**src/ksh_pkg.sv**
```systemverilog
package ksh_pkg;

    localparam int KSH_WORD_W    = 64;
    localparam int KSH_NBYTES_W  = 4;
    localparam int KSH_COUNT_W   = 8;
    localparam int KSH_CFG_IDX_W = 2;
    localparam int KSH_WORD_BYTES = KSH_WORD_W / 8;

    // register indexes on the config port
    localparam logic [KSH_CFG_IDX_W-1:0] KSH_CFG_KEY_LOW  = 2'd0;
    localparam logic [KSH_CFG_IDX_W-1:0] KSH_CFG_KEY_HIGH = 2'd1;

    // standard initial lane constants
    localparam logic [KSH_WORD_W-1:0] KSH_C0 = 64'h736f6d6570736575;
    localparam logic [KSH_WORD_W-1:0] KSH_C1 = 64'h646f72616e646f6d;
    localparam logic [KSH_WORD_W-1:0] KSH_C2 = 64'h6c7967656e657261;
    localparam logic [KSH_WORD_W-1:0] KSH_C3 = 64'h7465646279746573;

    // value folded into lane 2 before finalization
    localparam logic [KSH_WORD_W-1:0] KSH_FINAL_XOR = 64'h00000000000000ff;

    typedef logic [KSH_WORD_W-1:0] t_word;

    typedef struct packed {
        t_word v0;
        t_word v1;
        t_word v2;
        t_word v3;
    } t_lanes;

    // handoff from the lane stage to the finalization pipe
    typedef struct packed {
        t_lanes lanes;
        t_word  block;
    } t_fin_req;

    function automatic t_word rotl(input t_word x, input int n);
        return (x << n) | (x >> (KSH_WORD_W - n));
    endfunction

    function automatic t_lanes sip_round(input t_lanes s);
        t_lanes r;
        r    = s;
        r.v0 = r.v0 + r.v1;
        r.v2 = r.v2 + r.v3;
        r.v1 = rotl(r.v1, 13);
        r.v3 = rotl(r.v3, 16);
        r.v1 = r.v1 ^ r.v0;
        r.v3 = r.v3 ^ r.v2;
        r.v0 = rotl(r.v0, 32);
        r.v2 = r.v2 + r.v1;
        r.v0 = r.v0 + r.v3;
        r.v1 = rotl(r.v1, 17);
        r.v3 = rotl(r.v3, 21);
        r.v1 = r.v1 ^ r.v2;
        r.v3 = r.v3 ^ r.v0;
        r.v2 = rotl(r.v2, 32);
        return r;
    endfunction

    function automatic t_lanes init_lanes(input t_word k0, input t_word k1);
        t_lanes r;
        r.v0 = k0 ^ KSH_C0;
        r.v1 = k1 ^ KSH_C1;
        r.v2 = k0 ^ KSH_C2;
        r.v3 = k1 ^ KSH_C3;
        return r;
    endfunction

endpackage

```
**src/ksh_out_if.sv**
```systemverilog
interface ksh_out_if;
    import ksh_pkg::*;

    logic                  valid;
    logic                  ready;
    logic [KSH_WORD_W-1:0] hash_value;

    modport source (output valid, hash_value, input ready);
    modport sink   (input valid, hash_value, output ready);
endinterface

```
**src/ksh_compress.sv**
```systemverilog
module ksh_compress (
    input  ksh_pkg::t_lanes i_lanes,
    input  ksh_pkg::t_word  i_block,
    output ksh_pkg::t_lanes o_lanes
);
    import ksh_pkg::*;

    t_lanes s_pre;
    t_lanes s_post;

    // fold block into lane 3, two rounds, fold into lane 0
    always_comb begin
        s_pre    = i_lanes;
        s_pre.v3 = i_lanes.v3 ^ i_block;
        s_post   = sip_round(sip_round(s_pre));
        o_lanes  = s_post;
        o_lanes.v0 = s_post.v0 ^ i_block;
    end
endmodule

```
**src/ksh_finalize.sv**
```systemverilog
module ksh_finalize (
    input  logic              i_clk,
    input  logic              i_rst_n,
    input  logic              i_fin_vld,
    output logic              o_fin_rdy,
    input  ksh_pkg::t_fin_req i_fin_req,
    ksh_out_if.source         o_out
);
    import ksh_pkg::*;

    logic   r_s1_vld;
    logic   r_s2_vld;
    logic   r_s3_vld;
    logic   r_out_vld;
    t_fin_req r_s1;
    t_lanes r_s2;
    t_lanes r_s3;
    t_word  r_out;

    logic   s_s1_rdy;
    logic   s_s2_rdy;
    logic   s_s3_rdy;
    logic   s_out_rdy;
    t_lanes s_s1_comp;
    t_lanes n_s2;
    t_lanes s_s3_rounds;

    // elastic stage readies
    assign s_out_rdy = !r_out_vld || o_out.ready;
    assign s_s3_rdy  = !r_s3_vld  || s_out_rdy;
    assign s_s2_rdy  = !r_s2_vld  || s_s3_rdy;
    assign s_s1_rdy  = !r_s1_vld  || s_s2_rdy;
    assign o_fin_rdy = s_s1_rdy;

    // stage 1: compress final block, then mark finalization
    ksh_compress u_compress (
        .i_lanes (r_s1.lanes),
        .i_block (r_s1.block),
        .o_lanes (s_s1_comp)
    );

    always_comb begin
        n_s2    = s_s1_comp;
        n_s2.v2 = s_s1_comp.v2 ^ KSH_FINAL_XOR;
    end

    // stage 3 runs the last two rounds
    assign s_s3_rounds = sip_round(sip_round(r_s3));

    always_ff @(posedge i_clk) begin
        if (!i_rst_n) begin
            r_s1_vld  <= 1'b0;
            r_s2_vld  <= 1'b0;
            r_s3_vld  <= 1'b0;
            r_out_vld <= 1'b0;
        end else begin
            if (s_s1_rdy) begin
                r_s1_vld <= i_fin_vld;
            end
            if (s_s2_rdy) begin
                r_s2_vld <= r_s1_vld;
            end
            if (s_s3_rdy) begin
                r_s3_vld <= r_s2_vld;
            end
            if (s_out_rdy) begin
                r_out_vld <= r_s3_vld;
            end
        end
    end

    // payload registers
    always_ff @(posedge i_clk) begin
        if (s_s1_rdy && i_fin_vld) begin
            r_s1 <= i_fin_req;
        end
        if (s_s2_rdy && r_s1_vld) begin
            r_s2 <= n_s2;
        end
        if (s_s3_rdy && r_s2_vld) begin
            r_s3 <= sip_round(sip_round(r_s2));
        end
        if (s_out_rdy && r_s3_vld) begin
            r_out <= s_s3_rounds.v0 ^ s_s3_rounds.v1 ^ s_s3_rounds.v2 ^ s_s3_rounds.v3;
        end
    end

    assign o_out.valid      = r_out_vld;
    assign o_out.hash_value = r_out;
endmodule

```
**src/flat_wrapper.sv**
```systemverilog
// flat-port wrapper written by rule: the top's interface ports become plain ports
module ksh_finalize_flat import ksh_pkg::*;
  (i_clk, i_rst_n, i_fin_vld, o_fin_rdy, i_fin_req, o_out_valid, o_out_hash_value, o_out_ready);
  ksh_out_if o_out_i ();
  input  logic i_clk;
  input  logic i_rst_n;
  input  logic i_fin_vld;
  output logic o_fin_rdy;
  input  ksh_pkg::t_fin_req i_fin_req;
  output wire logic [$bits(o_out_i.valid)-1:0] o_out_valid;
  output wire logic [$bits(o_out_i.hash_value)-1:0] o_out_hash_value;
  input wire logic [$bits(o_out_i.ready)-1:0] o_out_ready;
  assign o_out_valid = o_out_i.valid;
  assign o_out_hash_value = o_out_i.hash_value;
  assign o_out_i.ready = o_out_ready;
  ksh_finalize u_core (.i_clk(i_clk), .i_rst_n(i_rst_n), .i_fin_vld(i_fin_vld), .o_fin_rdy(o_fin_rdy), .i_fin_req(i_fin_req), .o_out(o_out_i));
endmodule
```
**config.mk**
```make
export PLATFORM = sky130hd
export DESIGN_NAME = ksh_finalize_flat
export DESIGN_NICKNAME = d
export VERILOG_FILES = /design/src/ksh_pkg.sv /design/src/ksh_out_if.sv /design/src/ksh_compress.sv /design/src/ksh_finalize.sv /design/src/flat_wrapper.sv
export SDC_FILE = /design/constraint.sdc
export NUM_CORES = 2
export LEC_CHECK = 0
export BUFFER_PORTS_ARGS = -buffer_cell sky130_fd_sc_hd__buf_4
export CAP_MARGIN = 20
export CELL_PAD_IN_SITES_DETAIL_PLACEMENT = 2
export CELL_PAD_IN_SITES_GLOBAL_PLACEMENT = 2
export CORE_UTILIZATION = 24
export DETAILED_ROUTE_END_ITERATION = 7
export GPL_TIMING_DRIVEN = 0
export PLACE_DENSITY_LB_ADDON = 0.1
export SETUP_SLACK_MARGIN = 0.4
export SLEW_MARGIN = 20
export SYNTH_ARGS = -nofsm -noshare
export SYNTH_HDL_FRONTEND = slang
export SYNTH_SLANG_ARGS = --single-unit
export TNS_END_PERCENT = 1
```
**constraint.sdc**
```tcl
create_clock -name i_clk -period 58.1 [get_ports i_clk]
set_clock_uncertainty 0.15 [all_clocks]
set_input_delay 2.905 -clock i_clk [delete_from_list [all_inputs] [get_ports i_clk]]
set_output_delay 2.905 -clock i_clk [all_outputs]
set_load 0.01 [all_outputs]
```
==> results.toml <==
[status]
status = "complete, no violations"

[worst_setup_path]
r2r_slack_ns = 39.00
reg2reg_to = "u_core.r_s2[247]"
critical_path_class = "reg -> reg"
max_stage_delay_ns = 0.91
cp_num_cells = 51
critPathCaptureType = "flip-flop"
critPathRequiredTime_ns = 58.65
crit_path_end = "u_core.r_s2[247]"
critical_path.startpoint = "u_core.r_s1[16]"
startpoint_type = "flip-flop"
cp.arrival_ns = 19.65
cp_top_family = "compound AO/OA/AOI/OAI gates"
rr_worst_depth = 51
crit_fanout = 8
path_buf_inv = 2
crit_path_top_delay_cell = "xor2_1"
r2r-start = "u_core.r_s1[16]"
path_common_cell = "a21o_1"

[detailed_routing]
dr.first_iter.drc_count = 8522
num_vias = 113100
drc = 0
viasPerCell = 5.381
dr.pass1.iters = 5
drt-wirelength-per-cell_um = 39.48
ant_nets = 0
wirelength_um = 829700

[placed_design]
place.gp.congestion = 0.9969
io_buffers = 389
dpl.hpwl_um = 754100

[floorplanning]
num_rows = 258
core_area_um2 = 494500
die-area_um2 = 500600
dieWidth_um = 707.5
initial_core_util_pct = 24.16
io_pins = 390
chipHeight_um = 707.5

[global_route]
grt_pass1_wl_um = 1084000
track_usage_pct = 32.10
use_met3_pct = 3.331
grt_start_max_net_pins = 29
met1_usage_pct = 36.70
grt_pass1_vias = 118000
antenna_found_initial = 64
grt_busiest_layer = "met2"
grt_overflow_total = 0
met2_usage_pct = 53.85

[sta]
max_slew_margin_pct = 6.126
clock.fmax_ghz = 0.05236
slew_violations = 0
setup_viol = 0
grt_setup_unrepaired = "false"
finalCritPeriodShare_pct = 32.87
tightest_slew_ns = 1.398
hold_viol = 0
tns_ns = 0
period_needed_ns = 19.10

[clock_network]
postCtsSetupRepairBufs = 0
clk-insertion-delay-late_ns = 0.96
hold_buffers = 0
htree_levels = 3
cts.path.max_buffers = 4
cts_made_buffers = 118
cts_tree = "built"
path_clk_slew_ns = 0.06
clock-sinks = 900
cts_root_buf = "clkbuf_16"
post_cts_resized = 0

[logic_synthesis]
yosysMostFrequentCell = "xor2_1"
synth_async_sr_flop_share_pct = 0
syn_area_per_cell_um2 = 8.777
syn-cell-area_um2 = 119500
syn-instance-count = 13610
synth.yosys.seq_area_share_pct = 22.59
synth.area.top_cells = "edfxtp_1 (23%), ha_1 (15%), xor2_1 (12%), xnor2_1 (9.9%), a21oi_1 (5.8%)"
dominantRegCellSynth = "edfxtp_1"
synth-edff-count = 896
synthesis.nets = 15410
ys_warn_count = 0
yosysUniqueCellTypes = 101
synth.top_cell.area_share_pct = 22.52
netlist_top_cells_count = "xor2_1 (1698), ha_1 (1448), a21oi_1 (1380), xnor2_1 (1351), a21o_1 (917)"
synth_top_area_cell = "edfxtp_1"
yosys_register_bits = 900

[finish]
final_net_count = 16040
layout-drive-gt1-share_pct = 7.713
area_growth_pct = 16.38

[min_path]
hp-class = "reg -> reg"

[run]
max_cap_viol_count = 0
placed cells by master, fill, tap and decap left out, types with 34 or more instances in the layout:
cell type	n
a211o_1	50
a211oi_1	128
a21boi_0	37
a21o_1	917
a21oi_1	1380
a221o_1	34
a221oi_1	48
a31oi_1	139
a41oi_1	37
and2_1	81
and3_1	133
and4_1	50
buf_4	394
buf_6	45
clkbuf_1	284
clkbuf_16	120
diode_2	44
edfxtp_1	896
ha_1	1448
inv_1	519
nand2_1	715
nand2b_1	190
nand3_1	271
nand4_1	224
nor2_1	740
nor2b_1	165
nor3_1	163
o211ai_1	94
o21a_1	183
o21ai_0	687
o21ai_1	43
o21bai_1	222
o31a_1	35
o31ai_1	62
or2_2	45
or3_1	42
xnor2_1	1203
xnor2_2	148
xor2_1	1569
xor2_2	128
stage by stage:
stage,setup slack (ns),hold WS (ns),area (um^2),instances,util (%)
floorplan,35.08,0.2979,119500,13610,-
global placement,24.98,0.3187,130700,20630,26.42
detailed placement,39.09,0.3396,134900,20760,27.28
CTS,39.07,0.3644,138700,20970,28.05
global route,38.93,0.3808,139000,21000,28.10
finish,39.00,0.3529,139000,21010,28.11
worst min path at each step:
stage	start	end	cells past startpoint
6_report	u_core.r_s3_vld	u_core.o_out.valid	1
4_1_cts	u_core.r_s3_vld	u_core.o_out.valid	1
5_1_grt	u_core.r_s3_vld	u_core.o_out.valid	1
2_1_floorplan	u_core.r_s3_vld	u_core.o_out.valid	1
3_3_place_gp	u_core.r_s3_vld	u_core.o_out.valid	1
3_5_place_dp	u_core.r_s3_vld	u_core.o_out.valid	1
state kept, by name, summed over array words and instances (netlist names):
| signal | flops |
|---|---|
| u_core.r_s1 | 320 |
| u_core.r_s2 | 256 |
| u_core.r_s3_vld | 1 |
| u_core.o_out.hash_value | 64 |
| u_core.r_s2_vld | 1 |
| u_core.r_s3 | 256 |
| u_core.r_s1_vld | 1 |
| u_core.o_out.valid | 1 |
layer usage:
layer  vias to the layer above  part of all wire (%)  wire (um)
li1                      51150                     -          -
met1                     57510                    39     325800
met2                      3123                    47     387200
met3                      1276                   3.6      29880
met4                        22                    10      86550
met5                         -                 0.019        159
cell type report:
class	count	area [um^2]
Fill cell	56340	355500
Multi-Input combinational cell	11930	91810
Sequential cell	900	26990
Tap cell	6630	8295
Timing Repair Buffer	517	5076
Clock buffer	140	3078
Inverter	519	1948
Buffer	266	999.7
Clock inverter	72	734.5
Antenna cell	44	110.1
logic make-up after synthesis:
logic type | share of synthesized area, %
AOI/OAI and AO/OA | 23.81
buffers and inverters | 2.467
xor gates and xnor gates | 23.46
DFF | 22.59
adders and majority gates | 15.56
muxes | 0.08588
and+or+nand+nor | 12.04
Power is not shown: default switching activity piles up to over one toggle a cycle in this logic, so the estimate is an artifact.
