## src/ksh_pkg.sv

```systemverilog
package ksh_pkg;

    localparam int KSH_WORD_W    = 64;
    localparam int KSH_NBYTES_W  = 4;
    localparam int KSH_COUNT_W   = 8;
    localparam int KSH_CFG_IDX_W = 2;
    localparam int KSH_WORD_BYTES = KSH_WORD_W / 8;

    // register indexes on the config port
    localparam logic [KSH_CFG_IDX_W-1:0] KSH_CFG_KEY_LOW  = 2'd0;
    localparam logic [KSH_CFG_IDX_W-1:0] KSH_CFG_KEY_HIGH = 2'd1;

    // standard initial lane constants
    localparam logic [KSH_WORD_W-1:0] KSH_C0 = 64'h736f6d6570736575;
    localparam logic [KSH_WORD_W-1:0] KSH_C1 = 64'h646f72616e646f6d;
    localparam logic [KSH_WORD_W-1:0] KSH_C2 = 64'h6c7967656e657261;
    localparam logic [KSH_WORD_W-1:0] KSH_C3 = 64'h7465646279746573;

    // value folded into lane 2 before finalization
    localparam logic [KSH_WORD_W-1:0] KSH_FINAL_XOR = 64'h00000000000000ff;

    typedef logic [KSH_WORD_W-1:0] t_word;

    typedef struct packed {
        t_word v0;
        t_word v1;
        t_word v2;
        t_word v3;
    } t_lanes;

    // handoff from the lane stage to the finalization pipe
    typedef struct packed {
        t_lanes lanes;
        t_word  block;
    } t_fin_req;

    function automatic t_word rotl(input t_word x, input int n);
        return (x << n) | (x >> (KSH_WORD_W - n));
    endfunction

    function automatic t_lanes sip_round(input t_lanes s);
        t_lanes r;
        r    = s;
        r.v0 = r.v0 + r.v1;
        r.v2 = r.v2 + r.v3;
        r.v1 = rotl(r.v1, 13);
        r.v3 = rotl(r.v3, 16);
        r.v1 = r.v1 ^ r.v0;
        r.v3 = r.v3 ^ r.v2;
        r.v0 = rotl(r.v0, 32);
        r.v2 = r.v2 + r.v1;
        r.v0 = r.v0 + r.v3;
        r.v1 = rotl(r.v1, 17);
        r.v3 = rotl(r.v3, 21);
        r.v1 = r.v1 ^ r.v2;
        r.v3 = r.v3 ^ r.v0;
        r.v2 = rotl(r.v2, 32);
        return r;
    endfunction

    function automatic t_lanes init_lanes(input t_word k0, input t_word k1);
        t_lanes r;
        r.v0 = k0 ^ KSH_C0;
        r.v1 = k1 ^ KSH_C1;
        r.v2 = k0 ^ KSH_C2;
        r.v3 = k1 ^ KSH_C3;
        return r;
    endfunction

endpackage

```

## src/ksh_in_if.sv

```systemverilog
interface ksh_in_if;
    import ksh_pkg::*;

    logic                    valid;
    logic                    ready;
    logic [KSH_WORD_W-1:0]   data_word;
    logic [KSH_NBYTES_W-1:0] valid_bytes;
    logic                    last_word;

    modport source (output valid, data_word, valid_bytes, last_word, input ready);
    modport sink   (input valid, data_word, valid_bytes, last_word, output ready);
endinterface

```

## src/ksh_compress.sv

```systemverilog
module ksh_compress (
    input  ksh_pkg::t_lanes i_lanes,
    input  ksh_pkg::t_word  i_block,
    output ksh_pkg::t_lanes o_lanes
);
    import ksh_pkg::*;

    t_lanes s_pre;
    t_lanes s_post;

    // fold block into lane 3, two rounds, fold into lane 0
    always_comb begin
        s_pre    = i_lanes;
        s_pre.v3 = i_lanes.v3 ^ i_block;
        s_post   = sip_round(sip_round(s_pre));
        o_lanes  = s_post;
        o_lanes.v0 = s_post.v0 ^ i_block;
    end
endmodule

```

## src/ksh_lane_stage.sv

```systemverilog
module ksh_lane_stage (
    input  logic                                i_clk,
    input  logic                                i_rst_n,
    input  logic                                i_cfg_we,
    input  logic [ksh_pkg::KSH_CFG_IDX_W-1:0]   i_cfg_idx,
    input  logic [ksh_pkg::KSH_WORD_W-1:0]      i_cfg_data,
    ksh_in_if.sink                              i_in,
    output logic                                o_fin_vld,
    input  logic                                i_fin_rdy,
    output ksh_pkg::t_fin_req                   o_fin_req
);
    import ksh_pkg::*;

    logic                    r_in_vld;
    t_word                   r_in_data;
    logic [KSH_NBYTES_W-1:0] r_in_nbytes;
    logic                    r_in_last;

    t_word                   r_key_lo;
    t_word                   r_key_hi;
    t_lanes                  r_lanes;
    logic [KSH_COUNT_W-1:0]  r_count;

    t_lanes                  s_compressed;
    t_lanes                  s_lanes_mid;
    logic                    s_full;
    logic                    s_absorb;
    logic                    s_adv;
    logic [KSH_COUNT_W-1:0]  s_add;
    logic [KSH_COUNT_W-1:0]  n_count;
    t_word                   s_masked;

    // handshake: a non-last item never waits on the finalization pipe
    assign s_adv     = r_in_vld && (!r_in_last || i_fin_rdy);
    assign i_in.ready = !r_in_vld || s_adv;

    // input register
    always_ff @(posedge i_clk) begin
        if (!i_rst_n) begin
            r_in_vld <= 1'b0;
        end else begin
            r_in_vld <= (i_in.valid && i_in.ready) || (r_in_vld && !s_adv);
        end
    end

    always_ff @(posedge i_clk) begin
        if (i_in.valid && i_in.ready) begin
            r_in_data   <= i_in.data_word;
            r_in_nbytes <= i_in.valid_bytes;
            r_in_last   <= i_in.last_word;
        end
    end

    // counts above eight saturate; non-last items are always full
    assign s_full   = r_in_nbytes[KSH_NBYTES_W-1] || (r_in_nbytes == KSH_NBYTES_W'(KSH_WORD_BYTES));
    assign s_absorb = !r_in_last || s_full;

    ksh_compress u_compress (
        .i_lanes (r_lanes),
        .i_block (r_in_data),
        .o_lanes (s_compressed)
    );

    assign s_lanes_mid = s_absorb ? s_compressed : r_lanes;

    // byte count and final block
    always_comb begin
        if (s_absorb) begin
            s_add = KSH_COUNT_W'(KSH_WORD_BYTES);
        end else begin
            s_add = KSH_COUNT_W'(r_in_nbytes[2:0]);
        end
        n_count = r_count + s_add;

        s_masked = '0;
        if (!s_full) begin
            for (int b = 0; b < KSH_WORD_BYTES; b++) begin
                if (3'(b) < r_in_nbytes[2:0]) begin
                    s_masked[b*8 +: 8] = r_in_data[b*8 +: 8];
                end
            end
        end
    end

    assign o_fin_vld             = r_in_vld && r_in_last;
    assign o_fin_req.lanes       = s_lanes_mid;
    assign o_fin_req.block       = {n_count, s_masked[KSH_WORD_W-KSH_COUNT_W-1:0]};

    // key registers; a key write reloads the lanes
    always_ff @(posedge i_clk) begin
        if (!i_rst_n) begin
            r_key_lo <= '0;
            r_key_hi <= '0;
            r_lanes  <= init_lanes('0, '0);
            r_count  <= '0;
        end else if (i_cfg_we) begin
            case (i_cfg_idx)
                KSH_CFG_KEY_LOW: begin
                    r_key_lo <= i_cfg_data;
                    r_lanes  <= init_lanes(i_cfg_data, r_key_hi);
                    r_count  <= '0;
                end
                KSH_CFG_KEY_HIGH: begin
                    r_key_hi <= i_cfg_data;
                    r_lanes  <= init_lanes(r_key_lo, i_cfg_data);
                    r_count  <= '0;
                end
                default: begin
                end
            endcase
        end else if (s_adv) begin
            if (r_in_last) begin
                r_lanes <= init_lanes(r_key_lo, r_key_hi);
                r_count <= '0;
            end else begin
                r_lanes <= s_compressed;
                r_count <= n_count;
            end
        end
    end
endmodule

```

## src/flat_wrapper.sv

```systemverilog
// flat-port wrapper written by rule: the top's interface ports become plain ports
module ksh_lane_stage_flat import ksh_pkg::*;
  (i_clk, i_rst_n, i_cfg_we, i_cfg_idx, i_cfg_data, o_fin_vld, i_fin_rdy, o_fin_req, i_in_valid, i_in_data_word, i_in_valid_bytes, i_in_last_word, i_in_ready);
  ksh_in_if i_in_i ();
  input  logic i_clk;
  input  logic i_rst_n;
  input  logic i_cfg_we;
  input  logic [ksh_pkg::KSH_CFG_IDX_W-1:0] i_cfg_idx;
  input  logic [ksh_pkg::KSH_WORD_W-1:0] i_cfg_data;
  output logic o_fin_vld;
  input  logic i_fin_rdy;
  output ksh_pkg::t_fin_req o_fin_req;
  input wire logic [$bits(i_in_i.valid)-1:0] i_in_valid;
  input wire logic [$bits(i_in_i.data_word)-1:0] i_in_data_word;
  input wire logic [$bits(i_in_i.valid_bytes)-1:0] i_in_valid_bytes;
  input wire logic [$bits(i_in_i.last_word)-1:0] i_in_last_word;
  output wire logic [$bits(i_in_i.ready)-1:0] i_in_ready;
  assign i_in_i.valid = i_in_valid;
  assign i_in_i.data_word = i_in_data_word;
  assign i_in_i.valid_bytes = i_in_valid_bytes;
  assign i_in_i.last_word = i_in_last_word;
  assign i_in_ready = i_in_i.ready;
  ksh_lane_stage u_core (.i_clk(i_clk), .i_rst_n(i_rst_n), .i_cfg_we(i_cfg_we), .i_cfg_idx(i_cfg_idx), .i_cfg_data(i_cfg_data), .i_in(i_in_i), .o_fin_vld(o_fin_vld), .i_fin_rdy(i_fin_rdy), .o_fin_req(o_fin_req));
endmodule
```

## config.mk

```make
export PLATFORM = sky130hd
export DESIGN_NAME = ksh_lane_stage_flat
export DESIGN_NICKNAME = d
export VERILOG_FILES = /design/src/ksh_pkg.sv /design/src/ksh_in_if.sv /design/src/ksh_compress.sv /design/src/ksh_lane_stage.sv /design/src/flat_wrapper.sv
export SDC_FILE = /design/constraint.sdc
export NUM_CORES = 2
export LEC_CHECK = 0
export ABC_CLOCK_PERIOD_IN_PS = 28600
export BUFFER_PORTS_ARGS = -buffer_cell sky130_fd_sc_hd__buf_2
export CAP_MARGIN = 15
export CORE_UTILIZATION = 65
export DETAILED_ROUTE_END_ITERATION = 10
export PLACE_DENSITY = 0.82
export SKIP_LAST_GASP = 1
export SYNTH_ARGS = -nofsm -noshare
export SYNTH_HDL_FRONTEND = slang
export SYNTH_HIERARCHICAL = 1
export SYNTH_SLANG_ARGS = --single-unit
```

## constraint.sdc

```tcl
create_clock -name i_clk -period 28.6 [get_ports i_clk]
set_input_delay 5.72 -clock i_clk [delete_from_list [all_inputs] [get_ports i_clk]]
set_output_delay 5.72 -clock i_clk [all_outputs]
set_load 0.01 [all_outputs]
```

==> impl_metrics.ini, run 1 <==
[placement]
dp_hpwl_um = 237000
post-place-ws_ns = 5.79
io_buffer_count = 461
globalplace.congestion = 1.58
dpl.cell_count = 7990

[global_routing]
grt_first_pass_wirelength_um = 436000
grt_max_degree = 152
grt-ovfl-total = 19
grtUsageTotal = 0.717
grt_pass1_vias = 59403

[clock_tree]
post_cts_buffers = 0
clock_sinks = 462
ctsHtreeMaxLevel = 2
cts.path.max_buffers = 3
cts_buffers = 47
cts_hold_buf = 0
cts_resized = 0
cts_root_buf = clkbuf_16

[yosys]
yosysUniqueCellTypes = 111
synth_seq_cells = 462
synth_ff_type = dfxtp_1
synth_edf_count = 69
yosys_warnings = 6
async_reset_ff_frac = 0
syn_avg_cell_area_um2 = 8.07
synth_cells = 6690
syn-num-nets = 7348
netlist_area_um2 = 54000
ys_seq_area_frac = 0.184

[outcome]
lastStage = global routing
status = did not finish
stop_error = [ERROR GRT-0116] Global routing finished with congestion. Check the congestion regions in the DRC Viewer.

[die]
io_pins = 462
fp-row-count = 105
die_x_um = 290
start_util = 0.658
die_y_um = 290
-- synthesized netlist by cell type, drive strengths merged (57+ instances only) --
cell / number / area share
dfxtp: 393 / 0.15
clkbuf: 160 / 0.011
nand2b: 81 / 0.0096
edfxtp: 69 / 0.038
nor2: 309 / 0.022
nand2: 589 / 0.041
and3: 66 / 0.0076
o21bai: 89 / 0.012
inv: 185 / 0.013
buf: 113 / 0.011
nor2b: 63 / 0.0073
xnor2: 447 / 0.073
mux2: 257 / 0.054
a21o: 279 / 0.039
o32a: 59 / 0.011
and2: 194 / 0.022
xor2: 665 / 0.11
nand4: 85 / 0.010
ha: 509 / 0.12
a211oi: 57 / 0.0081
o21ai: 413 / 0.039
o211ai: 86 / 0.012
nand3: 131 / 0.012
a21oi: 699 / 0.065
o21a: 65 / 0.0090
nor3: 71 / 0.0069
-- per-stage QoR --
| step | instance area (um2) | util |
|---|---|---|
| floorplan | 54000 | - |
| global placement | 56800 | 0.692 |
| detailed placement | 56800 | 0.692 |
| CTS | 58400 | 0.712 |
-- cells by family after synthesis --
group	share of synthesized area
flip-flops	0.184
AND/OR/NAND/NOR	0.152
XOR/XNOR	0.189
multiplexers	0.0541
adder cells (fa/ha/maj)	0.121
buffers and inverters	0.0354
AO/OA/AOI/OAI	0.265
-- layer usage --
layer | overflow | track usage
met3 | 0 | 0.620
met2 | 11 | 0.833
met1 | 1 | 0.732
met4 | 7 | 0.659
met5 | 0 | 0.379
==> run 2, diff against run 1 <==
--- a/config.mk
+++ b/config.mk
@@ -8,9 +8,9 @@
 export ABC_CLOCK_PERIOD_IN_PS = 28600
 export BUFFER_PORTS_ARGS = -buffer_cell sky130_fd_sc_hd__buf_2
 export CAP_MARGIN = 15
-export CORE_UTILIZATION = 65
+export CORE_UTILIZATION = 40
 export DETAILED_ROUTE_END_ITERATION = 10
-export PLACE_DENSITY = 0.82
+export PLACE_DENSITY_LB_ADDON = 0.15
 export SKIP_LAST_GASP = 1
 export SYNTH_ARGS = -nofsm -noshare
 export SYNTH_HDL_FRONTEND = slang
==> impl_metrics.ini, run 2 <==
[outcome]
status = finished with violations
violations = DRC, capacitance limit, slew limit

[yosys]
synth_cells = 6690
yosys.area_share.simple = 0.152
synth_ff_type = dfxtp_1
synth_compound_gate_area_share = 0.265
netlist_area_um2 = 54000
async_reset_ff_frac = 0
yosysUniqueCellTypes = 111
synth_seq_cells = 462
ys_seq_area_frac = 0.184
synth_edf_count = 69
yosysTopAreaCellShare = 0.146
yosys_warnings = 6
synth-xor-area-share = 0.189
synth_top_family_by_area = compound AO/OA/AOI/OAI gates
syn_avg_cell_area_um2 = 8.07
ys_top_cells_by_count = a21oi_1, xor2_1, nand2_1
synth.area.top_cells = dfxtp_1, ha_1, xor2_1
muxShareOfSynthArea = 0.0541
yosysTopAreaCell = dfxtp_1
synth_most_common_cell = a21oi_1
synth_fa_ha_area_frac = 0.121
syn-num-nets = 7348

[routing]
drc = 8
drtAntennaViolNets = 0
routed_wl_um = 372000
drt_iter0_drc = 10722
via_count = 60687
dr.pass1.iters = 11
avgRoutedWirePerCell_um = 41.8
viasPerCell = 6.82

[clock_tree]
tritoncts = done
cts_buffers = 51
cts_resized = 0
cts_hold_buf = 0
cts_root_buf = clkbuf_16
ctsHtreeMaxLevel = 2
clock_sinks = 462
clock_latency_ns = 0.66
cts.path.max_buffers = 3
post_cts_buffers = 0
clk_pin_slew_ns = 0.07

[global_routing]
grtUsageMet2 = 0.701
grt_pass1_vias = 54363
grt_max_degree = 167
use_met3 = 0.231
grt.busiest_layer = met2
grt_first_pass_wirelength_um = 481000
grt.met1_usage = 0.652
grtUsageTotal = 0.521
antenna_found_initial = 35
grt-ovfl-total = 0

[finish]
area_growth_pct = 11.8
drive_gt1_frac = 0.149
final_cell_mix = a21oi_1, xor2_1, nand2_1
fill_cells = 13489
seqCellArea_um2 = 9940
final_common_cell = a21oi_1
largest_reg_flops = 256
multi_input_area_um2 = 42400
nNetsFinal = 7730
largest_register = u_core/r_lanes

[critical_path]
critPathCaptureType = primary output
crit_family = compound AO/OA/AOI/OAI gates
startpoint_type = register
worst_ep_required_time_ns = 22.88
path_common_cell = a21oi_1
arrival_ns = 21.21
slowest_stage = xnor2_1
critPathMaxStageDelay_ns = 1.06
critPathKind = register to primary output
path_buf_inv = 4
worstPathMaxFanout = 8

[timing]
min_period_ns = 26.93
final_max_slew_viol_count = 3
finClkSkew_ns = 0.0367
relSlewSlack = -0.00931
final-hold-violation-count = 0
fmax_mhz = 37.1
tns_ns = 0
finalSetupViolCount = 0
worst_pin_slew_ns = 1.51
rsz0062_at_grt = false
fin_crit_sh = 0.942

[placement]
dp_hpwl_um = 319000
io_buffer_count = 461
globalplace.congestion = 1.27

[die]
die_y_um = 369
start_util = 0.404
io_pins = 462
die_area_um2 = 137000
coreArea_um2 = 134000
die_x_um = 369
fp-row-count = 134

[hold_path]
hp-class = register to register

[run]
drv_cap = 2
[run 2: cell families (layout without fill, tap and decap cells)]
group                    count (synthesis)  after routing
buffers and inverters                  458            882
other                                    0             14
AND/OR/NAND/NOR                       1682           1682
XOR/XNOR                              1130           1130
multiplexers                           260            260
flip-flops                             462            462
AO/OA/AOI/OAI                         2180           2180
adder cells (fa/ha/maj)                518            518
[run 2: worst paths after layout]
path,from,to,slack (ns),depth (start not counted)
worst min register to register,u_core/r_key_hi[10]$_SDFFE_PN0P_,u_core/r_key_hi[10]$_SDFFE_PN0P_,0.45,2
worst min-delay path,u_core/r_key_hi[10]$_SDFFE_PN0P_,u_core/r_key_hi[10]$_SDFFE_PN0P_,0.45,2
worst max register to register,u_core/r_lanes[153]$_SDFFE_PN1P_,u_core/r_lanes[52]$_SDFFE_PN0P_,8.10,61
worst max-delay path,u_core/r_lanes[153]$_SDFFE_PN1P_,o_fin_req[116],1.67,61
[run 2: cell type report]
cell class,count,share of cell area
Timing Repair Buffer,602,0.0562
Multi-Input combinational cell,5770,0.702
Clock buffer,70,0.0242
Inverter,185,0.0116
Clock inverter,25,0.00431
Sequential cell,462,0.165
Antenna cell,14,0.000580
Tap cell,1768,0.0366
[run 2: through the flow]
stage               worst slack [ns]  cells  utilization  hold slack, ns  instance area, um2
floorplan                      10.37   6690            -           0.433               54000
global placement                3.21   8770        0.437           0.438               58500
detailed placement              3.48   8776        0.437           0.443               58500
CTS                             2.69   8871        0.450           0.452               60200
global route                    1.75   8885        0.451           0.463               60400
finish                          1.67   8896        0.451           0.451               60400
[run 2: per-layer routing]
metal / vias to the layer above / share of wire
met2: 4896 / 0.38
met1: 29608 / 0.38
met5: - / 0.00087
met3: 1060 / 0.15
li1: 25099 / -
met4: 24 / 0.088
[run 2: worst min-delay path: cells and delay by family (launching register included)]
family	cells	cell delay, ns
AO/OA/AOI/OAI	1	0.05
flip-flops	1	0.30
AND/OR/NAND/NOR	1	0.05
Power of run 2 is left out: the tool's default activity adds up to more than one toggle a clock period on the data nets, which glitch-free logic cannot reach.
